==> src/sv/qsm_pkg.sv <==
// shared widths, constants and types for the quaternion-scale to matrix pipeline
// no dependencies
package qsm_pkg;

    localparam int Q_W       = 16;
    localparam int PROD_W    = 32;
    localparam int SUM_W     = 34;
    localparam int SCL_W     = 50;
    localparam int ENT_W     = 24;
    localparam int TR_W      = 32;
    localparam int N_PROD    = 9;
    localparam int N_ENT     = 9;
    localparam int N_ROW     = 3;
    localparam int RND_SHIFT = 22;

    localparam logic signed [SUM_W-1:0] ONE_Q28   = 34'sd268435456;
    localparam logic signed [SCL_W:0]   RND_BIAS  = 51'sd2097152;
    localparam logic signed [SCL_W:0]   SAT_MAX   = 51'sd8388607;
    localparam logic signed [SCL_W:0]   SAT_MIN   = -51'sd8388608;
    localparam logic signed [ENT_W-1:0] ENT_MAX   = 24'sh7fffff;
    localparam logic signed [ENT_W-1:0] ENT_MIN   = 24'sh800000;

    // product slots
    localparam int P_XX = 0;
    localparam int P_YY = 1;
    localparam int P_ZZ = 2;
    localparam int P_XY = 3;
    localparam int P_XZ = 4;
    localparam int P_YZ = 5;
    localparam int P_WX = 6;
    localparam int P_WY = 7;
    localparam int P_WZ = 8;

    typedef struct packed {
        logic signed [TR_W-1:0] x;
        logic signed [TR_W-1:0] y;
        logic signed [TR_W-1:0] z;
    } t_trans;

    typedef struct packed {
        t_trans                trans;
        logic signed [Q_W-1:0] sx;
        logic signed [Q_W-1:0] sy;
        logic signed [Q_W-1:0] sz;
    } t_side;

endpackage

==> src/sv/qsm_sat.sv <==
// stage 4: round to nearest and saturate to q10.14, output register
// depends on qsm_pkg
module qsm_sat (
    input  logic                                 i_clk,
    input  logic                                 i_rst_n,
    input  logic                                 i_en,
    input  logic                                 i_valid,
    input  logic signed [qsm_pkg::SCL_W-1:0]     i_scl [qsm_pkg::N_ENT],
    input  qsm_pkg::t_trans                      i_trans,
    output logic                                 o_valid,
    output logic signed [qsm_pkg::ENT_W-1:0]     o_m [qsm_pkg::N_ENT],
    output qsm_pkg::t_trans                      o_trans
);

    logic                             r_valid;
    logic signed [qsm_pkg::SCL_W:0]   w_biased [qsm_pkg::N_ENT];
    logic signed [qsm_pkg::SCL_W:0]   w_shift  [qsm_pkg::N_ENT];
    logic signed [qsm_pkg::ENT_W-1:0] n_m [qsm_pkg::N_ENT];
    logic signed [qsm_pkg::ENT_W-1:0] r_m [qsm_pkg::N_ENT];
    qsm_pkg::t_trans                  r_trans;

    always_comb begin
        for (int k = 0; k < qsm_pkg::N_ENT; k++) begin
            w_biased[k] = (qsm_pkg::SCL_W+1)'(i_scl[k]) + qsm_pkg::RND_BIAS;
            w_shift[k]  = w_biased[k] >>> qsm_pkg::RND_SHIFT;
            if (w_shift[k] > qsm_pkg::SAT_MAX) begin
                n_m[k] = qsm_pkg::ENT_MAX;
            end else if (w_shift[k] < qsm_pkg::SAT_MIN) begin
                n_m[k] = qsm_pkg::ENT_MIN;
            end else begin
                n_m[k] = w_shift[k][qsm_pkg::ENT_W-1:0];
            end
        end
    end

    always_ff @(posedge i_clk) begin
        if (!i_rst_n) begin
            r_valid <= 1'b0;
        end else if (i_en) begin
            r_valid <= i_valid;
        end
    end

    always_ff @(posedge i_clk) begin
        if (i_en) begin
            r_m     <= n_m;
            r_trans <= i_trans;
        end
    end

    assign o_valid = r_valid;
    assign o_m     = r_m;
    assign o_trans = r_trans;

endmodule

==> config.mk <==
export PLATFORM = sky130hd
export DESIGN_NAME = qsm_sat
export DESIGN_NICKNAME = d
export VERILOG_FILES = /design/src/sv/qsm_pkg.sv /design/src/sv/qsm_sat.sv
export SDC_FILE = /design/constraint.sdc
export NUM_CORES = 1
export LEC_CHECK = 0
export ABC_AREA = 0
export BUFFER_PORTS_ARGS = -buffer_cell sky130_fd_sc_hd__buf_2
export CAP_MARGIN = 30
export CORE_AREA = 2 2 339 341
export CTS_CLUSTER_DIAMETER = 60
export CTS_CLUSTER_SIZE = 20
export DETAILED_ROUTE_END_ITERATION = 12
export DIE_AREA = 0 0 341 343
export PLACE_DENSITY = 0.45
export SLEW_MARGIN = 30
export SYNTH_ARGS = -nofsm -noshare
export SYNTH_HDL_FRONTEND = slang
export SYNTH_SLANG_ARGS = --single-unit
==> constraint.sdc <==
create_clock -name i_clk -period 6.3 [get_ports i_clk]
set_input_delay 0.63 -clock i_clk [delete_from_list [all_inputs] [get_ports i_clk]]
set_output_delay 0.63 -clock i_clk [all_outputs]
set_load 0.05 [all_outputs]
* Word level (Yosys, flattened, before mapping) *
Index checks and enable logic that the tools add are counted.

word-level totals
  register bits = 313
  output and inout port bits = 313
  logic and storage cells = 49
  input port bits = 550

operators by class
  mux-type cells = 9
  add/sub/neg operators = 9
  magnitude comparators = 18

operators with widths
  operator                count
  $add 50x23->51 const B  9
  $gt 29x24->1 const B    9
  $lt 29x24->1 const B    9
  $mux 24                 9

* Depth between registers and ports, before layout *
  depth in word-level cells = 3
  mapped depth = 10
  gate-level depth less buffers = 7

* Worst setup path before layout *
Ideal clock, no wire load.

  path type = input to register
  start point = in i_scl[321] (netlist name)
  end point = reg r_m, in the netlist o_m[148] (data pin)
  path buffers = 2
  setup time = 261 ps
  required time = 6039 ps
  stages on the path = 9
  data arrival time = 2399 ps
  slack = 3640 ps
  cell sequence = ha_1 nand4_1 or4_1 buf_2 a2111o_1 a211oi_1 a211o_2 buf_6 o21ai_2

between the ends
  cells in the longest elaborated chain, start to end = 3
  elaborated cells on any way between the ends = 4
  classes of those cells = add/sub: 1; order compare: 2; mux: 1

ends and longest elaborated chain
  item                  line           source
  from (decl)           qsm_sat.sv:8   input logic signed [qsm_pkg::SCL_W-1:0] i_scl [qsm_pkg::N_ENT],
  $add 50x23->51 (*)    qsm_sat.sv:24  w_biased[k] = (qsm_pkg::SCL_W+1)'(i_scl[k]) + qsm_pkg::RND_BIAS;
  $lt 29x24->1          qsm_sat.sv:28  end else if (w_shift[k] < qsm_pkg::SAT_MIN) begin
  $mux 24               qsm_sat.sv:28
  to (signal assigned)  qsm_sat.sv:46  r_m <= n_m;
  to (decl)             qsm_sat.sv:19  logic signed [qsm_pkg::ENT_W-1:0] r_m [qsm_pkg::N_ENT];

Mark *: on every way between the ends. The rest lies on a longest branch, timed or not.
A chain may end at the register's enable or synchronous reset.

* Final worst setup path *
  start point = in i_scl[371] (netlist name)
  end point = reg r_m, in the netlist o_m[177] (data pin)

Same word-level chain as after synthesis.

==> metrics.cfg <==
[outcome]
status = finished, final reports clean

[clock_tree]
ctsResizeCount = 0
tritoncts = yes
clkSinkCount = 313
cts_buffers = 49
holdBufCountCts = 0
clockBufferDepth = 3
cts_setup_buffers = 0
root_buffer = clkbuf_16
clk_pin_slew_ps = 70
cts-htree-levels = 2
worstSkewPairLatency_ps = 620

[global_routing]
met2_usage = 0.1698
grt_pass1_vias = 13300
grtUsageTotal = 0.1116
antenna_found_initial = 14
grt_pass1_wl_mm = 95.42
grt_overflow = 0
use_met1 = 0.1439
grt_max_degree = 119
globalRoute.busiestLayer = met2
met3_usage = 0.04760

[die]
dieWidth_um = 341
die-height_um = 343
pin_count = 863
start_util = 0.1423
rows = 124
coreArea_um2 = 113400
die_area_um2 = 117000

[pwr]
p_sw_frac = 0.3494
power.density_nw_per_um2 = 301.0
clock_power_share = 0.435
switching_power_mw = 2.440
power_leakage_nw = 8.611
power_mw = 6.983
power.internal_mw = 4.543
combPwrFrac = 0.199
ir_drop_uv = 206.9
p_seq_frac = 0.366

[sta]
final.setup_skew_ps = 0
timing.final.hold_violations = 0
fin_setup_tns_ps = 0
finalHoldWorstSlack_ps = 161.8
finalSetupViolations = 0
slew_headroom = 0.3445
finalCriticalPeriod_ps = 2918
tightestPinTransition_ps = 983.3
period_share = 0.4632
drv_slew = 0
worst_slack_ps = 3382
fmaxAchievable_mhz = 342.6
rsz0062_at_grt = false

[place]
dp_hpwl_mm = 55.12
place_congestion = 0.8347
pre_cts_ws_ps = 2537
portBuffers = 673

[critical_path]
crit_family = simple AND/OR/NAND/NOR gates
crit_buf_inv = 3
crit_path_start_kind = input port
crit_start = i_scl[371]
end_kind = flip-flop
critPathKind = in2reg
worst-path-max-fanout = 19
rr_startpoint = o_valid$_SDFFE_PN0P_
cp.arrival_ps = 3390
cp.required_ps = 6770
path_cells = buf_2 > ha_1 > and3_1 > nand4_1 > buf_6 > or4_1 > a41oi_1 > a21oi_2 > buf_4 > a21oi_1
slowest_stage = nand4_1
max_stage_delay_ps = 500

[drt]
drc = 0
first_iter_violations = 822
via_count = 13914
antenna_left = 0
drt-total-wl_mm = 69.17
firstDrtPassIters = 5
wire_per_inst_um = 19.16
avgViaCountPerCell = 3.854

[cells_and_area]
area_growth_pct = 43.75
drive_gt1_frac = 0.3995
final_core_util = 0.2045
fin_nets = 2608

[synthesis]
synth_ff_type = edfxtp_1
syn_area_um2 = 16140
syn_area_per_cell_um2 = 11.83
synth_edf_count = 312
ys_ff_latch = 313
ys_warn_count = 0
syn_nets = 1923
synth_seq_area_share = 0.5818
syn_inst = 1364
async_reset_ff_frac = 0
synthDistinctLibCells = 79

[hold_path]
min_path_type = in2reg
worstHoldStart = i_trans[72]

[flow_run]
drv_cap = 0

-- layout by cell type, fill, tap and decap left out, drive strengths merged, types with 4 or more instances in the layout --
cell	n
buf	681
edfxtp	312
o21ai	127
xor2	122
nand3	93
xnor2	80
a21oi	80
nand2	74
nand4	68
nor2	63
inv	52
clkbuf	50
and3	43
and4	31
nor3	25
nor4	19
o22ai	17
clkinv	16
and2	13
a31oi	10
ha	9
diode	8
or3	8
or2	8
nor3b	8
o21a	5
a211oi	5
mux2i	5
nor2b	5
a41oi	5
nand3b	4
bufinv	4
or4	4
-- layout make-up --
class | instances | area, um^2
multi-input cells | 973 | 6472
flip-flops and latches | 313 | 9389
well taps | 1512 | 1892
repair buffers | 681 | 3467
inverters | 31 | 116.4
fillers | 12479 | 90220
diodes | 8 | 20.02
clock buffers | 50 | 1251
clock inverters | 42 | 588.1
-- power groups by stage --
stage / Sequential (mW) / Combinational (mW) / Clock (mW)
2_1_floorplan: 3.24 / 0.213 / 0
3_3_place_gp: 2.60 / 1.41 / 0
3_5_place_dp: 2.60 / 1.41 / 0
4_1_cts: 2.56 / 1.41 / 3.15
5_1_grt: 2.57 / 1.47 / 3.22
6_report: 2.56 / 1.39 / 3.04
-- registers in the layout, indices dropped and copies added (netlist names) --
register  count
o_m         216
o_trans      96
o_valid       1
-- final timing paths --
path / end / cells past startpoint / slack, ps
max: o_m[177]$_SDFFCE_PN1P_ / 10 / 3380
min: o_trans[72]$_DFFE_PP_ / 1 / 160
max reg2reg: o_valid$_SDFFE_PN0P_ / 2 / 5710
min reg2reg: o_valid$_SDFFE_PN0P_ / 2 / 520
-- per-stage QoR --
stage	instances	area (um^2)
after floorplan	1364	16140
after global placement	3509	21270
after detailed placement	3510	21300
after CTS	3602	23140
after global routing	3603	23180
final	3610	23200
-- cell usage after synthesis, drive strengths merged (28+ instances only) --
library cell / instances / area share
inv: 30 / 0.0070
and3: 43 / 0.017
clkbuf: 28 / 0.0067
nand4: 68 / 0.027
nand2: 74 / 0.017
nand3: 93 / 0.029
nor2: 63 / 0.015
o21ai: 127 / 0.044
and4: 31 / 0.017
xor2: 122 / 0.066
edfxtp: 312 / 0.58
a21oi: 80 / 0.026
xnor2: 80 / 0.043
-- per-layer routing --
layer	part of all wire	routed length, um
met5	0.0015	101
met4	0.023	1561
met3	0.096	6606
met2	0.44	30740
met1	0.44	30160
-- worst register-to-register path, cell delays in order (launching register included) --
cell and delay [ps]:
dfxtp_1 310, mux2i_1 120, nor2b_1 60
-- kinds of logic after synthesis --
group / count (synthesis) / synth area share
adders and majority gates: 9 / 0.006978
xor gates and xnor gates: 202 / 0.1096
DFF: 313 / 0.5818
and+or+nand+nor: 474 / 0.1682
buffers and inverters: 78 / 0.02109
AOI/OAI and AO/OA: 280 / 0.1071
muxes: 8 / 0.005195
Note: power is estimated with default switching activity, not from simulation.
