==> config.mk <==
export PLATFORM = sky130hd
export DESIGN_NAME = qsm_sum
export DESIGN_NICKNAME = d
export VERILOG_FILES = /design/src/sv/qsm_pkg.sv /design/src/sv/qsm_sum.sv
export SDC_FILE = /design/constraint.sdc
export NUM_CORES = 1
export LEC_CHECK = 0
export BUFFER_PORTS_ARGS = -buffer_cell sky130_fd_sc_hd__buf_2
export CAP_MARGIN = 10
export CORE_AREA = 5 5 338 340
export DETAILED_ROUTE_END_ITERATION = 8
export DIE_AREA = 0 0 343 345
export SLEW_MARGIN = 20
export SYNTH_ARGS = -nofsm -noshare
export SYNTH_HDL_FRONTEND = slang
export SYNTH_SLANG_ARGS = --single-unit
==> constraint.sdc <==
create_clock -name i_clk -period 8.1 [get_ports i_clk]
set_input_delay 0.405 -clock i_clk [delete_from_list [all_inputs] [get_ports i_clk]]
set_output_delay 0.405 -clock i_clk [all_outputs]
set_load 0.01 [all_outputs]
==> src/sv/qsm_pkg.sv <==
// shared widths, constants and types for the quaternion-scale to matrix pipeline
// no dependencies
package qsm_pkg;

    localparam int Q_W       = 16;
    localparam int PROD_W    = 32;
    localparam int SUM_W     = 34;
    localparam int SCL_W     = 50;
    localparam int ENT_W     = 24;
    localparam int TR_W      = 32;
    localparam int N_PROD    = 9;
    localparam int N_ENT     = 9;
    localparam int N_ROW     = 3;
    localparam int RND_SHIFT = 22;

    localparam logic signed [SUM_W-1:0] ONE_Q28   = 34'sd268435456;
    localparam logic signed [SCL_W:0]   RND_BIAS  = 51'sd2097152;
    localparam logic signed [SCL_W:0]   SAT_MAX   = 51'sd8388607;
    localparam logic signed [SCL_W:0]   SAT_MIN   = -51'sd8388608;
    localparam logic signed [ENT_W-1:0] ENT_MAX   = 24'sh7fffff;
    localparam logic signed [ENT_W-1:0] ENT_MIN   = 24'sh800000;

    // product slots
    localparam int P_XX = 0;
    localparam int P_YY = 1;
    localparam int P_ZZ = 2;
    localparam int P_XY = 3;
    localparam int P_XZ = 4;
    localparam int P_YZ = 5;
    localparam int P_WX = 6;
    localparam int P_WY = 7;
    localparam int P_WZ = 8;

    typedef struct packed {
        logic signed [TR_W-1:0] x;
        logic signed [TR_W-1:0] y;
        logic signed [TR_W-1:0] z;
    } t_trans;

    typedef struct packed {
        t_trans                trans;
        logic signed [Q_W-1:0] sx;
        logic signed [Q_W-1:0] sy;
        logic signed [Q_W-1:0] sz;
    } t_side;

endpackage

==> src/sv/qsm_sum.sv <==
// stage 2: doubled product sums forming the unscaled rotation entries
// depends on qsm_pkg
module qsm_sum (
    input  logic                                 i_clk,
    input  logic                                 i_rst_n,
    input  logic                                 i_en,
    input  logic                                 i_valid,
    input  logic signed [qsm_pkg::PROD_W-1:0]    i_prod [qsm_pkg::N_PROD],
    input  qsm_pkg::t_side                       i_side,
    output logic                                 o_valid,
    output logic signed [qsm_pkg::SUM_W-1:0]     o_ent [qsm_pkg::N_ENT],
    output qsm_pkg::t_side                       o_side
);

    logic                             r_valid;
    logic signed [qsm_pkg::SUM_W-1:0] n_ent [qsm_pkg::N_ENT];
    logic signed [qsm_pkg::SUM_W-1:0] r_ent [qsm_pkg::N_ENT];
    qsm_pkg::t_side                   r_side;

    // 2*(a + b) or 2*(a - b)
    function automatic logic signed [qsm_pkg::SUM_W-1:0] dbl(
        input logic signed [qsm_pkg::PROD_W-1:0] a,
        input logic signed [qsm_pkg::PROD_W-1:0] b,
        input logic                              sub
    );
        logic signed [qsm_pkg::SUM_W-1:0] s;
        if (sub) begin
            s = qsm_pkg::SUM_W'(a) - qsm_pkg::SUM_W'(b);
        end else begin
            s = qsm_pkg::SUM_W'(a) + qsm_pkg::SUM_W'(b);
        end
        return s <<< 1;
    endfunction

    always_comb begin
        n_ent[0] = qsm_pkg::ONE_Q28
                 - dbl(i_prod[qsm_pkg::P_YY], i_prod[qsm_pkg::P_ZZ], 1'b0);
        n_ent[1] = dbl(i_prod[qsm_pkg::P_XY], i_prod[qsm_pkg::P_WZ], 1'b0);
        n_ent[2] = dbl(i_prod[qsm_pkg::P_XZ], i_prod[qsm_pkg::P_WY], 1'b1);
        n_ent[3] = dbl(i_prod[qsm_pkg::P_XY], i_prod[qsm_pkg::P_WZ], 1'b1);
        n_ent[4] = qsm_pkg::ONE_Q28
                 - dbl(i_prod[qsm_pkg::P_XX], i_prod[qsm_pkg::P_ZZ], 1'b0);
        n_ent[5] = dbl(i_prod[qsm_pkg::P_YZ], i_prod[qsm_pkg::P_WX], 1'b0);
        n_ent[6] = dbl(i_prod[qsm_pkg::P_XZ], i_prod[qsm_pkg::P_WY], 1'b0);
        n_ent[7] = dbl(i_prod[qsm_pkg::P_YZ], i_prod[qsm_pkg::P_WX], 1'b1);
        n_ent[8] = qsm_pkg::ONE_Q28
                 - dbl(i_prod[qsm_pkg::P_XX], i_prod[qsm_pkg::P_YY], 1'b0);
    end

    always_ff @(posedge i_clk) begin
        if (!i_rst_n) begin
            r_valid <= 1'b0;
        end else if (i_en) begin
            r_valid <= i_valid;
        end
    end

    always_ff @(posedge i_clk) begin
        if (i_en) begin
            r_ent  <= n_ent;
            r_side <= i_side;
        end
    end

    assign o_valid = r_valid;
    assign o_ent   = r_ent;
    assign o_side  = r_side;

endmodule

[Word level (Yosys, flattened, before mapping)]
Cells that the tools add are included.
Word-level totals
  memories: 0
  output and inout bits: 451
  memory bits (writable): 0
  bits in read-only memories: 0
  word-level logic and storage cells: 28
  latch bits: 0
  register bits after elaboration: 445
  bits of input ports: 436
Operators by class
  shift operators: 0
  eq/ne operators: 0
  order comparisons: 0
  div/mod/pow operators: 0
  reduce and logical (&&, ||, !) cells: 0
  bitwise gates (word level): 0
  $mul: 0
  add/subtract/negate cells: 12
  multiplexer cells: 0
Operators by type and width (count)
  32-bit by 32-bit adder with 33-bit output: 6
  30-bit by 34-bit subtractor with 34-bit output, first input constant: 3
  32-bit by 32-bit subtractor with 33-bit output: 3

[Depth between registers and ports, before layout]
  depth in word-level cells: 2
  depth in mapped cells: 16
  mapped depth without buffers: 15

[Worst setup path before layout]
Ideal clock, no wire load.
  path kind: input-to-reg
  start point: input port i_prod[192] (netlist bit)
  end point: register r_ent, in the netlist o_ent[168], data pin
  stages on the path: 16
  data arrival time: 3549 ps
  library setup time: 268 ps
  setup slack: 4283 ps
  path buffers: 1
  required time: 7832 ps
  path through: ha_1 -> inv_1 -> fa_1 -> nor2b_1 -> o31a_1 -> o31a_1 -> a31o_2 -> nand2_1 -> or2_1 -> or4_1 -> or3_1 -> buf_2 -> nor3_4 -> a21boi_1 -> nor4_1 -> xnor2_1
RTL lines
  start, declared: line qsm_sum.sv:8  | input logic signed [qsm_pkg::PROD_W-1:0] i_prod [qsm_pkg::N_PROD],
  end signal, assigned: line qsm_sum.sv:60  | r_ent <= n_ent;
  end, declared: line qsm_sum.sv:17  | logic signed [qsm_pkg::SUM_W-1:0] r_ent [qsm_pkg::N_ENT];

==> flow_metrics.py <==
metrics = {
    "final_layout": {
        "synthToLayoutAreaGrowth_pct": 31.4,
        "fill_cells": 11300,
        "fin_nets": 4621,
        "drive_above_1_share_pct": 25.7,
        "final_util_pct": 35.2,
    },
    "placement": {
        "gp_congestion": 0.903,
        "portBuffers": 877,
        "dpl.hpwl_mm": 95.2,
    },
    "detailed_routing": {
        "totalWireLength_mm": 116,
        "ant_nets": 0,
        "drc": 0,
        "dr.pass1.iters": 7,
        "drt_iter0_markers": 1622,
        "wire_per_inst_um": 21.2,
        "vias": 26100,
        "vias_per_cell": 4.79,
    },
    "pwr": {
        "p_comb_share_pct": 29.4,
        "peakVddDrop_v": 0.000201,
        "p_leak_nw": 16.8,
        "p_int_w": 0.00532,
        "power.density_nw_per_um2": 202,
        "switchingPower_w": 0.00260,
        "seq_power_share_pct": 38.1,
        "pwr-share-clk_pct": 32.4,
        "switching_share_pct": 32.8,
    },
    "clocking": {
        "cts.sink_count": 439,
        "h-tree-depth": 2,
        "cts_buffers": 55,
        "cts_tree": "done",
        "post-cts-setup-buffer-count": 0,
        "worst_skew_pair.late_latency_ns": 0.62,
        "clk_pin_slew_ns": 0.07,
        "clock_path_buffers": 3,
        "cts-root-buf": "clkbuf_16",
    },
    "logic_synthesis": {
        "ys_types": 91,
        "syn_avg_cell_area_um2": 10.3,
        "ys_seq_area_share_pct": 44.2,
        "synth_seq_cells": 439,
        "synthCells": 2887,
        "async_flop_share_pct": 0,
        "yosys_warnings": 0,
        "synth.cell_area_um2": 29800,
        "synth_ff_type": "edfxtp_1",
        "synth_edf_count": 438,
    },
    "grt": {
        "antenna_found_initial": 37,
        "globalRouteTotalUtil_pct": 18.5,
        "grt_pass1_vias": 25800,
        "grt_max_degree": 132,
        "grt_first_pass_wirelength_mm": 166,
        "overflow": 0,
    },
    "worst_setup_path": {
        "slowest_delay_ns": 0.71,
        "startpoint": "i_prod[32]",
        "cp.buffers_inverters": 2,
        "critical_path_arrival_ns": 4.68,
        "cp_slowest_cell": "nor4_1",
        "reg2reg_from": "o_valid$_SDFFE_PN0P_",
        "worstSetupEndpointType": "flip-flop",
        "path_cells": "buf_2, ha_1, inv_1, fa_1, o21ba_2, o21ai_0, a21oi_1, o31ai_1, a21oi_1, nor4_1, o211ai_1, a311o_1, a221o_1, o21bai_1, a21oi_1, xor2_1",
        "required_ns": 8.47,
        "cp-start-kind": "primary input",
        "r2r_slack_ns": 6.94,
        "cp_common_cell": "a21oi_1",
        "critical_path_class": "primary input to flip-flop",
        "cp_top_family": "compound AO/OA/AOI/OAI gates",
        "cp_max_fo": 4,
    },
    "floorplan": {
        "die_w_um": 343,
        "core_um2": 111000,
        "start_util_pct": 26.8,
        "dieArea_um2": 118000,
        "ios": 887,
        "rows": 123,
        "die_y_um": 345,
    },
    "timing": {
        "skew_ns": 0,
        "rsz0062_at_grt": "false",
        "max_freq_ghz": 0.232,
        "post-route-min-period_ns": 4.30,
        "relSlewSlack_pct": 31.8,
        "fin_crit_sh_pct": 53.1,
        "drv_slew": 0,
        "worst_pin_slew_ns": 1.02,
        "fin_tns_setup_ns": 0,
        "setup_viol": 0,
        "hold_viol_final": 0,
    },
    "job": {
        "cap_violations": 0,
    },
    "hold_path": {
        "worstHoldStart": "i_prod[224]",
        "hp-class": "primary input to flip-flop",
    },
    "status": {
        "status": "finished, final reports clean",
    },
}
[Yosys cell counts, drive strengths merged (26+ instances only)]
cell type	n	share of area (%)
nor2	222	2.8
nand2b	36	0.76
a21o	86	2.2
nand2	109	1.4
nor3	73	1.3
xnor2	242	7.1
a21oi	267	4.5
a211oi	28	0.71
nor2b	38	0.80
inv	245	3.1
o21bai	64	1.6
nor4	26	0.60
ha	291	12
nand3	46	0.77
edfxtp	438	44
xor2	77	2.3
clkbuf	77	0.97
o21ai	128	2.2
[metal layers]
layer | routed length, µm | share of wire, % | up-vias | track usage [%]
li1 | - | - | 12600 | -
met1 | 44600 | 38 | 12400 | 21.3
met2 | 56000 | 48 | 1006 | 32.3
met3 | 11200 | 9.7 | 175 | 6.18
met4 | 3870 | 3.3 | 14 | 5.92
met5 | 82 | 0.071 | - | 0
[cells in the final DEF (no fill, tap or decap), types with 71 or more instances in the layout]
| cell type | Yosys | routed |
|---|---|---|
| a21o_1 | 84 | 84 |
| a21oi_1 | 266 | 266 |
| buf_2 | 3 | 876 |
| dlygate4sd3_1 | 0 | 146 |
| edfxtp_1 | 438 | 438 |
| ha_1 | 291 | 291 |
| inv_1 | 245 | 245 |
| nand2_1 | 109 | 109 |
| nor2_1 | 222 | 222 |
| nor3_1 | 71 | 71 |
| o21ai_0 | 120 | 120 |
| xnor2_1 | 242 | 242 |
| xor2_1 | 77 | 77 |
[cell families after synthesis]
family	after synthesis	synth area share (%)
other	1	0.0126
flip-flops	439	44.2
AND/OR/NAND/NOR	695	11.8
buffers and inverters	341	4.46
multiplexers	4	0.139
adder cells (fa/ha/maj)	300	12.8
AO/OA/AOI/OAI	788	17.2
XOR/XNOR	319	9.38
[per-stage QoR]
step | setup slack [ns] | area [µm²] | cells | hold WS (ns) | power [W]
floorplan | 4.28 | 29800 | 2895 | 0.504 | 0.00437
global placement | 3.12 | 35700 | 5182 | 0.499 | 0.00533
detailed placement | 3.16 | 35700 | 5182 | 0.511 | 0.00534
CTS | 3.87 | 39100 | 5431 | 0.0593 | 0.00803
global route | 3.59 | 39100 | 5447 | 0.0912 | 0.00835
finish | 3.80 | 39100 | 5456 | 0.119 | 0.00792
[repair_timing]
action,CTS,global route
hold buffers,146,0
endpoints found under the hold margin,145,0
gates resized for setup,0,0
[final timing paths]
check                         endpoint  cells after the start
hold / removal      o_ent[1]$_DFFE_PP_                      2
setup reg to reg  o_valid$_SDFFE_PN0P_                      3
setup / recovery   o_ent[99]$_DFFE_PP_                     16
hold reg to reg   o_valid$_SDFFE_PN0P_                      3
[power groups by stage]
stage | clock, W | sequential, W | combinational, W
after CTS | 0.00266 | 0.00302 | 0.00235
after global placement | 0 | 0.00306 | 0.00227
after detailed placement | 0 | 0.00306 | 0.00227
final | 0.00257 | 0.00302 | 0.00233
after global routing | 0.00275 | 0.00305 | 0.00255
after floorplan | 0 | 0.00321 | 0.00116
[layout make-up]
class / instances / area, µm² / area share, %
sequential: 439 / 13200 / 33.7
tap: 1500 / 1880 / 4.80
inverter: 246 / 923 / 2.36
multi-input combinational: 2115 / 15300 / 39.1
clock inverter: 42 / 463 / 1.18
antenna: 25 / 62.6 / 0.160
timing repair buffer: 1028 / 5920 / 15.1
clock buffer: 61 / 1400 / 3.57
[flip-flops by register name (all words and copies together) (netlist names)]
signal / flops
o_side: 144
o_ent: 294
o_valid: 1
Note: power is estimated with default switching activity, not from simulation.
